### src/rtl/dtfp_pkg.sv
// Shared constants, types and the power-of-ten table for the decimal text parser.
`default_nettype none
package dtfp_pkg;

  localparam logic [3:0] MAX_FRAC_DIGITS = 4'd9;
  localparam int unsigned DIV_STEPS = 32;
  localparam int unsigned STEP_W = $clog2(DIV_STEPS);

  localparam logic [7:0] CH_NUL   = 8'd0;
  localparam logic [7:0] CH_TAB   = 8'd9;
  localparam logic [7:0] CH_CR    = 8'd13;
  localparam logic [7:0] CH_SPACE = 8'd32;
  localparam logic [7:0] CH_PLUS  = 8'd43;
  localparam logic [7:0] CH_MINUS = 8'd45;
  localparam logic [7:0] CH_POINT = 8'd46;
  localparam logic [7:0] CH_ZERO  = 8'd48;
  localparam logic [7:0] CH_NINE  = 8'd57;

  // Status from the divider back to the parser.
  typedef struct packed {
    logic        busy;
    logic        hold;
    logic [31:0] quot;
  } dtfp_div_res_t;

  function automatic logic [29:0] pow10(input logic [3:0] n);
    logic [29:0] p;
    case (n)
      4'd0:    p = 30'd1;
      4'd1:    p = 30'd10;
      4'd2:    p = 30'd100;
      4'd3:    p = 30'd1000;
      4'd4:    p = 30'd10000;
      4'd5:    p = 30'd100000;
      4'd6:    p = 30'd1000000;
      4'd7:    p = 30'd10000000;
      4'd8:    p = 30'd100000000;
      4'd9:    p = 30'd1000000000;
      default: p = 30'd1;
    endcase
    return p;
  endfunction

endpackage
`default_nettype wire

### src/rtl/dtfp_div.sv
// Bit-serial restoring divider: 32 quotient bits of frac * 2^32 / 10^n, rounded.
`default_nettype none
module dtfp_div (
  input  wire logic                 clk,
  input  wire logic                 rst_n,
  input  wire logic                 start,
  input  wire logic [29:0]          dividend,
  input  wire logic [29:0]          divisor,
  input  wire logic                 take,
  output dtfp_pkg::dtfp_div_res_t   res
);

  typedef enum logic [1:0] {D_IDLE, D_RUN, D_RND, D_HOLD} dstate_t;

  dstate_t                      state_r;
  logic [dtfp_pkg::STEP_W-1:0]  cnt_r;
  logic [29:0]                  rem_r;
  logic [29:0]                  div_r;
  logic [31:0]                  quot_r;

  logic [30:0] shifted;
  logic [30:0] diff;
  logic        ge;
  logic [29:0] rem_step;
  logic        round_up;

  assign shifted  = {rem_r, 1'b0};
  assign ge       = shifted >= {1'b0, div_r};
  assign diff     = shifted - {1'b0, div_r};
  assign rem_step = ge ? diff[29:0] : shifted[29:0];
  // Round up only when twice the remainder exceeds the divisor.
  assign round_up = {rem_r, 1'b0} > {1'b0, div_r};

  always_ff @(posedge clk) begin
    if (!rst_n) begin
      state_r <= D_IDLE;
      cnt_r   <= '0;
    end else begin
      case (state_r)
        D_IDLE: begin
          if (start) begin
            state_r <= D_RUN;
            cnt_r   <= '0;
            rem_r   <= dividend;
            div_r   <= divisor;
            quot_r  <= '0;
          end
        end
        D_RUN: begin
          quot_r <= {quot_r[30:0], ge};
          rem_r  <= rem_step;
          cnt_r  <= cnt_r + 1'b1;
          if (cnt_r == dtfp_pkg::STEP_W'(dtfp_pkg::DIV_STEPS - 1)) begin
            state_r <= D_RND;
          end
        end
        D_RND: begin
          if (round_up) begin
            quot_r <= quot_r + 32'd1;
          end
          state_r <= D_HOLD;
        end
        D_HOLD: begin
          if (take) begin
            state_r <= D_IDLE;
          end
        end
        default: begin
          state_r <= D_IDLE;
        end
      endcase
    end
  end

  assign res.busy = (state_r != D_IDLE);
  assign res.hold = (state_r == D_HOLD);
  assign res.quot = quot_r;

endmodule
`default_nettype wire

### src/rtl/decimal_text_to_fixed_point_unit.sv
// Top level: character parser, divider control and result register.
//
// Decimal text to signed 32.32 fixed point. Feed the string one byte per
// beat on in_ch, marking its final byte with in_last. The accepted form is
// optional leading whitespace, an optional minus, an optional plus, integer
// digits, an optional point and fraction digits; a NUL or whitespace ends the
// number and the rest of the string up to the last byte is ignored. Every
// byte except the last is taken without a stall while the divider is idle,
// so a string streams at one character per clock. The last byte hands the
// kept fraction (at most nine digits) to a one-bit-per-cycle restoring
// divider, which forms 32 quotient bits and then rounds them, after which
// the sign is applied as the result is loaded into the output register. The
// next string's first byte is taken once the divider has handed its
// quotient to the output register. One result beat comes out per string:
// out_ok is 0 and both parts are zero on a syntax error. The integer part
// wraps modulo 2^32.
`default_nettype none
module decimal_text_to_fixed_point_unit (
  input  wire logic        clk,
  input  wire logic        rst_n,
  input  wire logic        in_valid,
  output logic             in_ready,
  input  wire logic [7:0]  in_ch,
  input  wire logic        in_last,
  output logic             out_valid,
  input  wire logic        out_ready,
  output logic             out_ok,
  output logic [31:0]      out_int_part,
  output logic [31:0]      out_frac_part
);

  typedef enum logic [2:0] {
    PH_LEAD, PH_MINUS, PH_PLUS, PH_INT, PH_FRAC, PH_DONE, PH_ERR
  } phase_t;

  // Parse state
  phase_t       phase_r, phase_nxt;
  logic         neg_r, neg_nxt;
  logic [31:0]  whole_r, whole_nxt;
  logic [29:0]  tenths_r, tenths_nxt;
  logic [3:0]   cnt_r, cnt_nxt;

  // Captured at the last byte, waiting for the divider
  logic         fin_ok_r;
  logic         fin_neg_r;
  logic [31:0]  fin_int_r;

  // Result register
  logic         out_valid_r;
  logic         out_ok_r;
  logic [31:0]  out_int_r;
  logic [31:0]  out_frac_r;

  dtfp_pkg::dtfp_div_res_t div_res;

  logic        accept;
  logic        start;
  logic        take;
  logic        is_ws;
  logic        is_dig;
  logic [3:0]  digit;
  logic        ok_nxt;
  logic [31:0] whole_mac;
  logic [29:0] tenths_mac;
  logic [31:0] neg_frac;
  logic [31:0] neg_int;

  assign in_ready = !div_res.busy;
  assign accept   = in_valid && in_ready;
  assign start    = accept && in_last;
  // Move the quotient out once the result register is free or being drained.
  assign take     = div_res.hold && (!out_valid_r || out_ready);

  assign is_ws  = (in_ch == dtfp_pkg::CH_SPACE) ||
                  ((in_ch >= dtfp_pkg::CH_TAB) && (in_ch <= dtfp_pkg::CH_CR));
  assign is_dig = (in_ch >= dtfp_pkg::CH_ZERO) && (in_ch <= dtfp_pkg::CH_NINE);
  assign digit  = 4'(in_ch - dtfp_pkg::CH_ZERO);

  // Multiply by ten as x*8 + x*2, then add the digit.
  assign whole_mac  = {whole_r[28:0], 3'b000} + {whole_r[30:0], 1'b0} + 32'(digit);
  assign tenths_mac = {tenths_r[26:0], 3'b000} + {tenths_r[28:0], 1'b0} + 30'(digit);

  always_comb begin
    phase_nxt  = phase_r;
    neg_nxt    = neg_r;
    whole_nxt  = whole_r;
    tenths_nxt = tenths_r;
    cnt_nxt    = cnt_r;
    case (phase_r)
      PH_LEAD, PH_MINUS, PH_PLUS: begin
        if ((phase_r == PH_LEAD) && is_ws) begin
          phase_nxt = PH_LEAD;
        end else if ((phase_r == PH_LEAD) && (in_ch == dtfp_pkg::CH_MINUS)) begin
          neg_nxt   = 1'b1;
          phase_nxt = PH_MINUS;
        end else if ((phase_r != PH_PLUS) && (in_ch == dtfp_pkg::CH_PLUS)) begin
          phase_nxt = PH_PLUS;
        end else if (is_dig) begin
          whole_nxt = 32'(digit);
          phase_nxt = PH_INT;
        end else if (in_ch == dtfp_pkg::CH_POINT) begin
          phase_nxt = PH_FRAC;
        end else begin
          phase_nxt = PH_ERR;
        end
      end
      PH_INT: begin
        if (is_dig) begin
          whole_nxt = whole_mac;
        end else if ((in_ch == dtfp_pkg::CH_NUL) || is_ws) begin
          phase_nxt = PH_DONE;
        end else if (in_ch == dtfp_pkg::CH_POINT) begin
          phase_nxt = PH_FRAC;
        end else begin
          phase_nxt = PH_ERR;
        end
      end
      PH_FRAC: begin
        if (is_dig) begin
          // Skip digits past the kept precision.
          if (cnt_r < dtfp_pkg::MAX_FRAC_DIGITS) begin
            tenths_nxt = tenths_mac;
            cnt_nxt    = cnt_r + 4'd1;
          end
        end else if ((in_ch == dtfp_pkg::CH_NUL) || is_ws) begin
          phase_nxt = PH_DONE;
        end else begin
          phase_nxt = PH_ERR;
        end
      end
      PH_DONE: begin
        phase_nxt = PH_DONE;
      end
      default: begin
        phase_nxt = PH_ERR;
      end
    endcase
  end

  assign ok_nxt = (phase_nxt == PH_INT) || (phase_nxt == PH_FRAC) ||
                  (phase_nxt == PH_DONE);

  // Two's complement of the 64-bit value: the carry out of the low word
  // reaches the high word only when the fraction is zero.
  assign neg_frac = ~div_res.quot + 32'd1;
  assign neg_int  = ~fin_int_r + {31'd0, (div_res.quot == 32'd0)};

  always_ff @(posedge clk) begin
    if (!rst_n) begin
      phase_r     <= PH_LEAD;
      neg_r       <= 1'b0;
      whole_r     <= '0;
      tenths_r    <= '0;
      cnt_r       <= '0;
      out_valid_r <= 1'b0;
    end else begin
      if (start) begin
        // Return to the reset state for the next string.
        phase_r  <= PH_LEAD;
        neg_r    <= 1'b0;
        whole_r  <= '0;
        tenths_r <= '0;
        cnt_r    <= '0;
      end else if (accept) begin
        phase_r  <= phase_nxt;
        neg_r    <= neg_nxt;
        whole_r  <= whole_nxt;
        tenths_r <= tenths_nxt;
        cnt_r    <= cnt_nxt;
      end
      if (take) begin
        out_valid_r <= 1'b1;
      end else if (out_ready) begin
        out_valid_r <= 1'b0;
      end
    end
    if (start) begin
      fin_ok_r  <= ok_nxt;
      fin_neg_r <= neg_nxt;
      fin_int_r <= whole_nxt;
    end
    if (take) begin
      out_ok_r <= fin_ok_r;
      if (!fin_ok_r) begin
        out_int_r  <= '0;
        out_frac_r <= '0;
      end else if (fin_neg_r) begin
        out_int_r  <= neg_int;
        out_frac_r <= neg_frac;
      end else begin
        out_int_r  <= fin_int_r;
        out_frac_r <= div_res.quot;
      end
    end
  end

  dtfp_div u_div (
    .clk      (clk),
    .rst_n    (rst_n),
    .start    (start),
    .dividend (tenths_nxt),
    .divisor  (dtfp_pkg::pow10(cnt_nxt)),
    .take     (take),
    .res      (div_res)
  );

  assign out_valid     = out_valid_r;
  assign out_ok        = out_ok_r;
  assign out_int_part  = out_int_r;
  assign out_frac_part = out_frac_r;

  // The final byte of a string hands off to the divider and blocks input.
  a_last_blocks: assert property (@(posedge clk) disable iff (!rst_n)
    start |=> !in_ready)
    else $error("input still ready after final byte");

  // Parser is back in its reset state right after a final byte.
  a_last_resets: assert property (@(posedge clk) disable iff (!rst_n)
    start |=> (phase_r == PH_LEAD) && !neg_r && (cnt_r == 4'd0))
    else $error("parser not reset after final byte");

  // A failed parse reports zero parts.
  a_err_zero: assert property (@(posedge clk) disable iff (!rst_n)
    (out_valid && !out_ok) |-> (out_int_part == 32'd0) && (out_frac_part == 32'd0))
    else $error("nonzero parts on syntax error");

  // Kept fraction digits never exceed the precision limit.
  a_cnt_range: assert property (@(posedge clk) disable iff (!rst_n)
    cnt_r <= dtfp_pkg::MAX_FRAC_DIGITS)
    else $error("fraction digit count out of range");

  // A result is loaded only into a free or draining output register.
  a_no_overwrite: assert property (@(posedge clk) disable iff (!rst_n)
    (out_valid && !out_ready) |=> $stable(out_int_part) && $stable(out_frac_part))
    else $error("result overwritten while stalled");

endmodule
`default_nettype wire
### config.mk
export PLATFORM = sky130hd
export DESIGN_NAME = decimal_text_to_fixed_point_unit
export DESIGN_NICKNAME = d
export VERILOG_FILES = /design/src/rtl/dtfp_pkg.sv /design/src/rtl/dtfp_div.sv /design/src/rtl/decimal_text_to_fixed_point_unit.sv
export SDC_FILE = /design/constraint.sdc
export NUM_CORES = 1
export LEC_CHECK = 0
export BUFFER_PORTS_ARGS = -buffer_cell sky130_fd_sc_hd__buf_4
export CAP_MARGIN = 30
export CORE_AREA = 5 5 185 187
export CTS_CLUSTER_DIAMETER = 200
export DETAILED_ROUTE_END_ITERATION = 12
export DIE_AREA = 0 0 190 192
export PLACE_DENSITY = 0.77
export REMOVE_ABC_BUFFERS = 1
export SKIP_LAST_GASP = 1
export SLEW_MARGIN = 20
export SYNTH_ARGS = -nofsm -noshare
export SYNTH_HDL_FRONTEND = slang
export SYNTH_SLANG_ARGS = --single-unit
### constraint.sdc
create_clock -name clk -period 3.9 [get_ports clk]
set_input_delay 0.39 -clock clk [delete_from_list [all_inputs] [get_ports clk]]
set_output_delay 0.39 -clock clk [all_outputs]
set_load 0.01 [all_outputs]
# Yosys cells after proc, flatten, opt, wreduce, memory -nomap -nowiden

Memory sizes are Yosys's and may differ from the RTL's. A register that Yosys moved wholly into a read port is not among the register bits.
Cells that the tools add are included.
W data, S select, Z words.

Word-level logic and storage cells: 130
Memories: 1
Bits of input ports: 13
Register bits: 239
Memory bits (read-only): 480

Reductions and logical operators: 30
$lt $le $gt $ge: 7
Multiplexer cells: 41
Bitwise gates (word level): 3
Eq/ne operators: 21
Add/subtract/negate cells: 11

Memory list:

| name             | words | width | rd ports | clocked after memory_dff | wr ports | RTL line       | source |
|---|---|---|---|---|---|---|---|
| (name not given) | 16    | 30    | 1        | 1                        | 0        | dtfp_pkg.sv:28 | `case (n)` |

Operators with widths:

| operator                | count |
|---|---|
| $mux W32                | 9 |
| $mux W30                | 5 |
| $pmux W32 S3            | 1 |
| $add A32 B1 Y32 const B | 2 |
| $not A32 Y32            | 2 |
| $pmux W32 S2            | 1 |
| $pmux W30 S2            | 1 |
| $add A32 B1 Y32         | 1 |
| $add A32 B32 Y32        | 1 |
| $add A32 B4 Y32         | 1 |
| $eq A8 B6 Y1 const B    | 4 |
| $logic_not A32 Y1       | 1 |
| $ge A31 B30 Y1          | 1 |
| $gt A31 B30 Y1          | 1 |
| $add A30 B30 Y30        | 1 |
| $add A30 B4 Y30         | 1 |
| $sub A30 B30 Y30        | 1 |
| $mux W3                 | 6 |
| $eq A3 B3 Y1 const B    | 4 |
| $mux W2                 | 6 |
| $mux W4                 | 3 |
| $pmux W3 S4             | 1 |
| $pmux W5 S2             | 1 |
| $eq A3 B2 Y1 const B    | 3 |
| 32 further kinds        | 55 |

# Longest topological paths before layout

Depth in word-level cells: 10
Mapped depth: 16
Gate-level depth less buffers: 15

# Cells and area by module

Synthesis repeated with hierarchy kept, for this count alone.

Cells, all modules: 2062
Area, all modules: 18770.5 um^2

By module, submodules not included:

| module                           | area each (um^2) | cells each | instances | sequential area each (um^2) |
|---|---|---|---|---|
| decimal_text_to_fixed_point_unit | 12087.8          | 1344       | 1         | 4394.2 |
| dtfp_div                         | 6682.7           | 718        | 1         | 2902.8 |

# Worst setup path after synthesis

No wires, ideal clock.

Path type: flip-flop to flip-flop
From: reg u_div.quot_r[20]
To: reg out_int_r[25] (netlist: out_int_part[25]) (data pin)
Required time: 3.645 ns
Stages on the path, launching flop included: 16
Setup slack: -0.145 ns
Arrival: 3.790 ns
Library setup time: 0.255 ns
Clock period less this slack: 4.045 ns
Cell sequence: edfxtp_1 buf_6 or3_4 or3_4 nor3_4 inv_2 or4_4 or2_4 nor4_1 ha_1 and3_1 nand4_1 or4_1 o41ai_2 xnor2_1 and2_1

Longest elaborated chain between the ends: 3

Ends and longest elaborated chain:

| what                     | RTL line                                | source |
|---|---|---|
| start: declaration       | dtfp_div.sv:19                          | `logic [31:0] quot_r;` |
| start signal: assignment | dtfp_div.sv:50                          | `quot_r <= {quot_r[30:0], ge};` |
| start signal: assignment | dtfp_div.sv:59                          | `quot_r <= quot_r + 32'd1;` |
| $logic_not A32 Y1        | decimal_text_to_fixed_point_unit.sv:146 | `assign neg_int = ~fin_int_r + {31'd0, (div_res.quot == 32'd0)};` |
| $add A32 B1 Y32          | decimal_text_to_fixed_point_unit.sv:146 |  |
| $mux W32                 | decimal_text_to_fixed_point_unit.sv:187 | `end else if (fin_neg_r) begin` |
| end signal: assignment   | decimal_text_to_fixed_point_unit.sv:188 | `out_int_r <= neg_int;` |
| end signal: assignment   | decimal_text_to_fixed_point_unit.sv:191 | `out_int_r <= fin_int_r;` |
| end: declaration         | decimal_text_to_fixed_point_unit.sv:51  | `logic [31:0] out_int_r;` |

No other way between the ends.
A chain may end at the register's enable or synchronous reset.

# Worst setup path after layout

From: reg u_div.quot_r[19]
To: reg out_int_r[30] (netlist: out_int_part[30]) (data pin)

Same word-level chain as after synthesis.

==> results.yml <==
worst_setup_path:
  critPathMaxStageDelay_ns: 0.41
  arrival_ns: 4.52
  endpoint_kind: "register"
  critPathKind: "register to register"
  path_delay_family: "simple AND/OR/NAND/NOR gates"
  cp-start-kind: "register"
  crit_top_cell: "or3_4"
  critPathSlowestCell: "or4_4"
  cp_max_fo: 3
  worstPathRequired_ns: 4.20
  crit_buf_inv: 2
  worstPathCellList: "or3_4, or3_4, nor3_4, inv_2, or4_4, or2_4, nor4_4, ha_2, buf_6, ha_4, nand3_4, nor2b_4, nand4_1, o31ai_2, xnor2_1, and2_1"
placement:
  numPortBuffers: 79
  place_congestion: 0.931
  dp_slack_ns: -0.411
  placed_area_sq_mm: 0.0195
  dp_hpwl_um: 31800
  dp.cells: 2472
sta:
  fmax_mhz: 237
  worst_pin_slew_ns: 1.16
  finalHoldViolCount: 0
  finalSetupViolations: 15
  final_max_slew_viol_count: 0
  final.min_clock_period_ns: 4.22
  fin_ws_ns: -0.318
  grt_setup_unrepaired: "true"
  maxSlewHeadroom_pct: 22.0
  period_share_pct: 108
  fin_skew_ns: 0.0143
  hold_slack_ns: 0.140
power_and_ir_drop:
  p_seq_share_pct: 37.1
  power_density_mw_per_mm2: 504
  intPower_mw: 6.75
  p_total_mw: 10.5
  vdd_drop_max_uv: 339
  clkPwrFrac_pct: 27.3
  combPwrFrac_pct: 35.6
  p_switching_mw: 3.76
  switching_share_pct: 35.8
  p_leak_nw: 8.48
cts:
  holdBufCountCts: 0
  cts-buffers-inserted: 28
  cts_tree: "yes"
  htreeDepth: 1
  clkTransAtPathRegs_ns: 0.06
  cts-root-buf: "clkbuf_16"
  insertion_delay_ns: 0.55
  clockBufferDepth: 3
  clock_sinks: 262
global_routing:
  antenna_found_initial: 0
  grt_max_degree: 79
  grt.overflow.total: 0
  grt_pass1_vias: 14544
  grt_pass1_wl_um: 71800
  grt_use_total_pct: 23.5
yosys:
  syn_inst: 1985
  synth_top_cell_by_area: "edfxtp_1"
  post-synth-top-count-cell: "nand2_1"
  synth_area_per_cell_sq_um: 9.16
  synth.area.top_cells: "edfxtp_1 30%, ha_1 11%, dfxtp_1 8.6%"
  synthFlopType: "edfxtp_1"
  synth-async-reset-ratio_pct: 0
  synth_cell_types: 78
  synth_edf_count: 184
  synthTopCellsByCount: "234 x nand2_1, 184 x edfxtp_1, 158 x ha_1"
  synth_top_area_share_pct: 30.4
  seq_area_frac_synth_pct: 39.0
  synth-seq-cells: 262
  ys_warn_count: 0
  syn-cell-area_sq_mm: 0.0182
route:
  drcViolationCount: 0
  initialDrtViolationCount: 1208
  vias: 15196
  post_drt_wl_per_cell_um: 17.7
  totalWireLength_um: 44800
  ant_nets: 0
  firstDrtPassIters: 6
  viasPerCell: 5.99
run:
  cap_viol_max_count: 0
min_path:
  hold_class: "primary input to register"
finish:
  final_area_sq_mm: 0.0208
  fillers: 2592
  antennaDiodeCount: 0
  nets: 2249
  fin_cells: 2537
  area_delta_synth_final_pct: 14.7
  drive_above_1_share_pct: 12.6
floorplanning:
  dieArea_sq_mm: 0.0365
  core_sq_mm: 0.0323
  rows: 66
  die_y_um: 192
  chipWidth_um: 190
  ios: 80
  initial_core_util_pct: 56.3
outcome:
  status: "finished, violations left"
  failed_checks: "setup timing"
-- stage by stage --
stage | TNS, ns | util [%]
6_report | -2.40 | 64.5
5_1_grt | -4.59 | 64.5
3_5_place_dp | -3.39 | 60.4
2_1_floorplan | -25.55 | -
3_3_place_gp | -1.66 | 60.3
4_1_cts | -1.55 | 64.0
-- layer usage --
metal | GRT usage (%) | up-vias | wire length [um]
li1 | - | 7424 | -
met1 | 32.3 | 7264 | 20100
met2 | 39.7 | 434 | 21400
met3 | 2.87 | 74 | 2390
met4 | 6.43 | 0 | 955
met5 | 0 | - | 0
-- placed cells by master, fill, tap and decap left out, drive strengths merged, types with 10 or more instances in the layout --
| cell type | instances |
|---|---|
| a21oi | 135 |
| xnor2 | 102 |
| nor4 | 11 |
| a22oi | 16 |
| a21boi | 20 |
| a31oi | 16 |
| inv | 77 |
| o21bai | 10 |
| xor2 | 43 |
| ha | 158 |
| clkbuf | 35 |
| o211ai | 14 |
| a21o | 45 |
| o41ai | 12 |
| o21a | 28 |
| buf | 164 |
| nand3 | 50 |
| nand2 | 234 |
| edfxtp | 184 |
| nand4 | 27 |
| or3 | 16 |
| o31ai | 28 |
| and3 | 22 |
| mux2i | 24 |
| dfxtp | 78 |
| nor2 | 121 |
| nand2b | 16 |
| nor2b | 35 |
| a211oi | 21 |
| nor3 | 31 |
| o21ai | 133 |
| and2 | 65 |
-- power by group through the flow --
| stage | clock network (mW) | logic, mW | registers [mW] |
|---|---|---|---|
| 2_1_floorplan | 0 | 2.48 | 3.97 |
| 4_1_cts | 2.90 | 3.70 | 3.88 |
| 3_3_place_gp | 0 | 3.52 | 3.91 |
| 3_5_place_dp | 0 | 3.64 | 3.93 |
| 5_1_grt | 3.01 | 4.14 | 3.94 |
| 6_report | 2.86 | 3.74 | 3.90 |
-- worst register-to-register path: stages (launching register included) --
cell	delay [ns]
edfxtp_1	0.39
or3_4	0.40
or3_4	0.36
nor3_4	0.22
inv_2	0.06
or4_4	0.41
or2_4	0.26
nor4_4	0.15
ha_2	0.26
buf_6	0.12
ha_4	0.15
nand3_4	0.08
nor2b_4	0.18
nand4_1	0.27
o31ai_2	0.40
xnor2_1	0.11
and2_1	0.16
-- flip-flops by register name, summed over array words and instances (netlist names) --
name,count
u_div.quot_r,32
u_div.rem_r,30
fin_neg_r,1
fin_ok_r,1
u_div.cnt_r,5
cnt_r,4
fin_int_r,32
out_valid,1
out_int_part,32
phase_r,3
u_div.div_r,23
tenths_r,30
neg_r,1
u_div.state_r,2
out_ok,1
out_frac_part,32
whole_r,32
-- cells by family after synthesis --
logic type	synth area share, %
AO/OA/AOI/OAI	19.5
XOR/XNOR	6.99
adder cells (fa/ha/maj)	11.4
buffers and inverters	3.80
flip-flops	39.0
multiplexers	1.57
AND/OR/NAND/NOR	17.7
-- what timing repair did --
action                     CTS  global route
setup endpoints to repair   14            17
pin swaps                    5            14
buffers inserted             8             6
cloned                       0             0
gates resized for setup     24            26
-- path summary, 6_finish.rpt --
path              cells after the start                to  slack, ns             start
hold / removal                        3        whole_r[0]       0.14          in_ch[0]
setup reg to reg                     16  out_int_part[30]      -0.32  u_div.quot_r[19]
hold reg to reg                       2             neg_r       0.46             neg_r
setup / recovery                     16  out_int_part[30]      -0.32  u_div.quot_r[19]
-- layout make-up --
type                            count  area, sq um  area share, %
Inverter                           74          278           1.33
Clock buffer                       35          822           3.94
Clock inverter                     17          180          0.865
Multi-Input combinational cell   1543        10600           51.0
Timing Repair Buffer              164         1290           6.17
Sequential cell                   262         7090           34.0
Tap cell                          442          553           2.65
(Power assumes the default switching activity.)
